<file path="config.mk">
export PLATFORM = sky130hd
export DESIGN_NAME = ksess_cell
export DESIGN_NICKNAME = d
export VERILOG_FILES = /design/src/sv/keyed_session_table_macros.svh /design/src/sv/ksess_pkg.sv /design/src/sv/ksess_cell.sv
export SDC_FILE = /design/constraint.sdc
export NUM_CORES = 1
export LEC_CHECK = 0
export ABC_CLOCK_PERIOD_IN_PS = 5300
export BUFFER_PORTS_ARGS = -buffer_cell sky130_fd_sc_hd__clkbuf_2
export CAP_MARGIN = 30
export CORE_AREA = 2 2 196 198
export CTS_BUF_LIST = sky130_fd_sc_hd__clkbuf_4
export DETAILED_ROUTE_END_ITERATION = 6
export DIE_AREA = 0 0 198 200
export HOLD_SLACK_MARGIN = 0.03
export PLACE_DENSITY = 0.59
export REMOVE_ABC_BUFFERS = 1
export SLEW_MARGIN = 20
export SYNTH_ARGS = -nofsm -noshare
export SYNTH_HDL_FRONTEND = slang
export SYNTH_SLANG_ARGS = --single-unit
</file>
<file path="constraint.sdc">
create_clock -name clk_i -period 5.3 [get_ports clk_i]
set_clock_uncertainty 0.2 [all_clocks]
set_input_delay 1.06 -clock clk_i [delete_from_list [all_inputs] [get_ports clk_i]]
set_output_delay 1.06 -clock clk_i [all_outputs]
set_load 0.005 [all_outputs]
</file>
<file path="src/sv/keyed_session_table_macros.svh">
// assertion macros for the keyed session table
`ifndef KEYED_SESSION_TABLE_MACROS_SVH
`define KEYED_SESSION_TABLE_MACROS_SVH

`ifndef ASSERT_OFF

// property must hold at every clock edge outside reset
`define KST_ASSERT(lbl, prop) \
  lbl: assert property (@(posedge clk_i) disable iff (!rst_ni) (prop)) \
    else $error("keyed_session_table: check failed");

// expression must never be true outside reset
`define KST_NEVER(lbl, expr) \
  lbl: assert property (@(posedge clk_i) disable iff (!rst_ni) !(expr)) \
    else $error("keyed_session_table: forbidden condition");

`else

`define KST_ASSERT(lbl, prop)
`define KST_NEVER(lbl, expr)

`endif

`endif

</file>
<file path="src/sv/ksess_pkg.sv">
// shared types and constants for the keyed session table
package ksess_pkg;

  localparam int unsigned DEPTH_DEF = 64;
  localparam int unsigned KEY_CHARS = 19;
  localparam int unsigned KEY_W     = 152;
  localparam int unsigned HANDLE_W  = 16;
  localparam int unsigned OPCODE_W  = 2;
  localparam int unsigned STATUS_W  = 2;
  localparam int unsigned SLOT_W    = 6;
  localparam int unsigned COUNT_W   = 7;
  localparam int unsigned IN_DATA_W  = 176;
  localparam int unsigned OUT_DATA_W = 32;

  localparam logic [OPCODE_W-1:0] OP_INSERT = 2'd0;
  localparam logic [OPCODE_W-1:0] OP_FIND   = 2'd1;
  localparam logic [OPCODE_W-1:0] OP_REMOVE = 2'd2;
  localparam logic [OPCODE_W-1:0] OP_UNUSED = 2'd3;

  localparam logic [STATUS_W-1:0] ST_OK   = 2'd0;
  localparam logic [STATUS_W-1:0] ST_FULL = 2'd1;
  localparam logic [STATUS_W-1:0] ST_DUP  = 2'd2;
  localparam logic [STATUS_W-1:0] ST_MISS = 2'd3;

  // per-cell control from the table sequencer
  typedef struct packed {
    logic live;      // cell index below the entry count
    logic cmp_en;    // capture the key compare result
    logic write_en;  // load the new entry
    logic shift_en;  // take the entry of the upper neighbor
  } cell_ctrl_t;

endpackage

</file>
<file path="src/sv/ksess_cell.sv">
// one table cell: stored key and handle, key compare, shift from neighbor
module ksess_cell import ksess_pkg::*; (
  input  logic                clk_i,
  input  cell_ctrl_t          ctrl_i,
  input  logic [KEY_W-1:0]    key_i,
  input  logic [HANDLE_W-1:0] handle_i,
  input  logic [KEY_W-1:0]    nb_key_i,
  input  logic [HANDLE_W-1:0] nb_handle_i,
  output logic [KEY_W-1:0]    key_o,
  output logic [HANDLE_W-1:0] handle_o,
  output logic                hit_o
);

  logic [KEY_W-1:0]    key_q, key_d;
  logic [HANDLE_W-1:0] handle_q, handle_d;
  logic                hit_q, hit_d;

  always_comb begin
    key_d    = key_q;
    handle_d = handle_q;
    if (ctrl_i.write_en) begin
      key_d    = key_i;
      handle_d = handle_i;
    end else if (ctrl_i.shift_en) begin
      key_d    = nb_key_i;
      handle_d = nb_handle_i;
    end
    hit_d = hit_q;
    if (ctrl_i.cmp_en) begin
      hit_d = ctrl_i.live && (key_q == key_i);
    end
  end

  always_ff @(posedge clk_i) begin
    key_q    <= key_d;
    handle_q <= handle_d;
    hit_q    <= hit_d;
  end

  assign key_o    = key_q;
  assign handle_o = handle_q;
  assign hit_o    = hit_q;

endmodule

</file>
Word-level counts from Yosys, hierarchy flattened:

Index checks and enable logic that the tools add are counted.

* add/subtract/negate cells: 0
* multiply operators: 0
* div/mod/pow operators: 0
* $lt $le $gt $ge: 0
* equal/unequal tests: 1
* shift operators: 0
* muxes and demuxes: 4
* bitwise operators: 0
* reductions and logical operators: 2

Operator list (count)
* two-way mux 152 bit: 2
* == test 152 bit: 1
* two-way mux 16 bit: 2
* nonzero test 2 bit: 1
* logical AND 1 bit: 1

* flip-flop bits (word level): 169
* latch bits: 0
* memory bits (writable): 0
* memory bits (read-only): 0
* logic and storage cells: 10
* memories: 0

Logic depth before layout (Yosys ltp):

* depth in word-level cells: 2
* depth in mapped cells: 6
* depth with buffers taken out: 6

Worst setup path before layout:

No wires, ideal clock.

* path kind: input -> register
* from: in ctrl_i[1] in the netlist's numbering
* to: reg handle_q[0] (netlist: handle_o[0]) (enable)
* library setup time: 0.458 ns
* data arrival time: 3.792 ns
* required time: 4.642 ns
* setup slack: 0.851 ns
* cell stages on the path: 4
* cell sequence: clkbuf_1 buf_2 buf_2 or2_2

* longest elaborated chain between the ends: 1

Ends and longest elaborated chain
* start, declared: line ksess_cell.sv:4 `input cell_ctrl_t ctrl_i,`
* nonzero test 2 bit (no line)
* end signal, assigned: line ksess_cell.sv:36 `handle_q <= handle_d;`
* end, declared: line ksess_cell.sv:15 `logic [HANDLE_W-1:0] handle_q, handle_d;`

No other way between the ends.
A chain may end at the register's enable or synchronous reset.

Final worst setup path:

* from: in key_i[51]
* to: reg hit_q (netlist: hit_o), data pin

* longest elaborated chain between the ends: 2

Ends and longest elaborated chain
* start, declared: line ksess_cell.sv:5 `input logic [KEY_W-1:0] key_i,`
* == test 152 bit: line ksess_cell.sv:30 `hit_d = ctrl_i.live && (key_q == key_i);`
* logical AND 1 bit: line ksess_cell.sv:30
* end signal, assigned: line ksess_cell.sv:37 `hit_q <= hit_d;`
* end, declared: line ksess_cell.sv:16 `logic hit_q, hit_d;`

No other way between the ends.

==> results.md <==
- Hold slack: 0.485 ns
- Vias per std cell: roughly 4.4
- # Post-CTS Setup Buffers: 0
- Synth area leader: edfxtp_1
- Slew margin rel.: 0.342
- Initial Util: 0.238
- Crit path required time: 5.60 ns
- Setup-failing EPs final: 0
- H-tree Lvls: 4
- Yosys top cell area share: 0.570
- Most used DFF post-synth: edfxtp_1
- Setup WS post-layout: 2.32 ns
- Leakage: 0.00549 µW
- Max incr delay on CP: 0.61 ns
- Global-route wire length before repair: approximately 47 mm
- DRC Markers: 0
- GR peak layer: met2
- Vias: between 7000 and 8000
- Syn avg cell area: between 10 and 15 µm²
- Clock sink total: roughly 170
- Synth unique cells: 31
- Buffers and inverters on the worst path: 1
- Post-Place Setup Slack: approximately 1.5 ns
- Setup tns final: 0 ns
- Post-layout util: 0.330
- Reg2Reg Setup Slack: between 2 and 2.5 ns
- CP Cell Sequence: clkbuf_2, xnor2_1, nand4_1, nor4_1, nand4_1, nor4_1, and4_1
- Tmin final: 2.98 ns
- Worst hold-check path type: in2reg
- Hpwl dp: between 20 and 30 mm
- Setup crit end kind: flop
- Synth Cell Area: between 8000 and 9000 µm²
- Reg area: a little over 5000 µm²
- Fin cells: around 1700
- YS warnings: 0
- Critical path type: in2reg
- Tcrit/Tclk final: 0.562
- IO Count: a little over 500
- Clk root buf: clkbuf_4
- Slowest stage cell, crit path: nor4_1
- Hold Path Origin: ctrl_i[2]
- Cell family with most CP delay: simple AND/OR/NAND/NOR gates
- Die Y: about 200 µm
- Wire per inst: 20.6 µm
- Status: finished clean
- DR iter-0 viols: 296
- Filler instances: 3818
- CTS Buffer Depth: 2
- Grt met1 use: 0.200
- Flops & latches, synth: 169
- CP Data Arrival Time: 3.28 ns
- RSZ-0062 raised after global routing: no
- CP max FO: 2
- Area of the multi-input gates: between 3000 and 4000 µm²
- Largest cells by area after synthesis: edfxtp_1, mux2_2, xor2_1
- Fin. max-slew vios: 0
- Sequential fraction of the synthesis area: 0.570
- Gr usage total: 0.167
- Final wirelength: around 34 mm
- Hold Path Stages: 1
- Vias in the first global route: ~7400
- CTS Hold Buffers Added: 0
- Final hold vios: 0
- Post-Syn Instances: 630
- Die width: 198 µm
- RR Endpoint: hit_o
- R2R Path Start: key_o[53]
- Die area: around 40000 µm²
- Nets: roughly 1500
- Hold path endpoint: hit_o
- ANT nets after route: 0
- Largest net degree at the start of global routing: 80
- Startpoint types: primary input
- CTS resizes: 0
- Layout area overhead: 38.6%
- Least-Margin Pin Slew: 0.987 ns
- FMAX: ~0.34 GHz
- FFs w/ async S/R, synth: 0
- Cell Pwr Density: 266 nW/µm²
- Met3 GRT Util: 0.0494
- Reg2Reg Depth: 6
- Final GP Congestion: 0.821
- FP Rows: 71
- DRT Pass-1 Iters: 4
- GR Overflow Total: 0
- CTS tree: built
- Share of layout cells above drive strength 1: 0.622
- GR Util met2: 0.295
- Worst vdd ir: approximately 0.14 mV
- Initial antenna violation count: 2
- Post-synth EDFFs: about 170
- Worst skew pair latency: between 0.6 and 0.7 ns
- Max cap viols: 0
- Clk pin slew, worst setup/hold paths: 0.17 ns
- DP Cell Count: approximately 1600
- Port bufs: 509
- Core Box Area: 37400 µm²
- CTS buffer count: 17
## worst register-to-register path, delay by kind of cell (launching register included)
kind / cells / cell delay [ns]
and+or+nand+nor: 5 / 1.95
DFF: 1 / 0.46
xor gates and xnor gates: 1 / 0.17
## final cells by class
| class | instances | share of cell area |
|---|---|---|
| sequential | 169 | 0.411 |
| multi-input combinational | 368 | 0.281 |
| timing repair buffer | 513 | 0.210 |
| tap | 511 | 0.0518 |
| inverter | 74 | 0.0225 |
| clock inverter | 14 | 0.0118 |
| clock buffer | 18 | 0.0110 |
| antenna | 1 | 0.000203 |
## layer usage
| metal | share of wire | wire length, µm |
|---|---|---|
| met1 | 0.42 | 14300 |
| met2 | 0.51 | 17400 |
| met4 | 0.011 | 388 |
| met5 | 0.00038 | 13 |
| met3 | 0.066 | 2270 |
## cell usage after synthesis (4+ instances only)
library cell and instances:
mux2_2 168, o22ai_1 21, nand4_1 17, buf_2 12, xor2_1 51, a221oi_1 26, xnor2_1 31, o2bb2ai_1 10
clkbuf_1 7, edfxtp_1 169, nor4_1 18, inv_2 4, inv_1 69
## how the worst max path moves through the flow
stage	start	to	slack (ns)	depth (start not counted)
3_5_place_dp	key_i[51]	hit_o	1.48	7
6_report	key_i[51]	hit_o	2.32	7
5_1_grt	key_o[51]	hit_o	2.20	6
2_1_floorplan	ctrl_i[0]	handle_o[0]	1.53	1
4_1_cts	key_i[51]	hit_o	2.21	7
3_3_place_gp	key_i[51]	hit_o	1.50	7
## sequential cells by signal, summed over array words and instances, names as in the netlist
name and flops:
hit_o 1, handle_o 16, key_o 152
## report_power, final
group / internal, µW / leakage (µW) / total, µW / switching (µW)
Clock: 287 / 0.000147 / 809 / 522
Sequential: 1650 / 0.00172 / 1750 / 106
Combinational: 364 / 0.00362 / 717 / 353
Total: 2300 / 0.00549 / 3280 / 981
## layout by cell type, fill, tap and decap left out, types with 2 or more instances in the layout
cell        instances
a221oi_1           26
xor2_1             51
buf_4               3
clkbuf_2          508
nand4_1            17
nand2_1             2
inv_1              69
inv_2               4
clkinv_2            3
nor4_1             18
o2bb2ai_1          10
o22ai_1            21
clkinv_1            2
nor2_1              3
o2111ai_1           2
mux2_2            168
nand2b_1            3
a2bb2oi_1           3
clkbuf_4           18
bufinv_16           2
nand3_1             2
edfxtp_1          169
inv_6               4
xnor2_1            31
clkinvlp_4          3
## kinds of logic after synthesis
group,synth area share
flip-flops,0.570
multiplexers,0.213
buffers and inverters,0.0409
XOR/XNOR,0.0807
AO/OA/AOI/OAI,0.0637
AND/OR/NAND/NOR,0.0322
## metrics by stage
step                power (µW)  instance area [µm²]
detailed placement        2520                12100
CTS                       3340                12300
floorplan                 2050                 8820
finish                    3280                12300
global route              3450                12300
global placement          2510                12100
No activity file was read; power rests on OpenSTA's default activity.
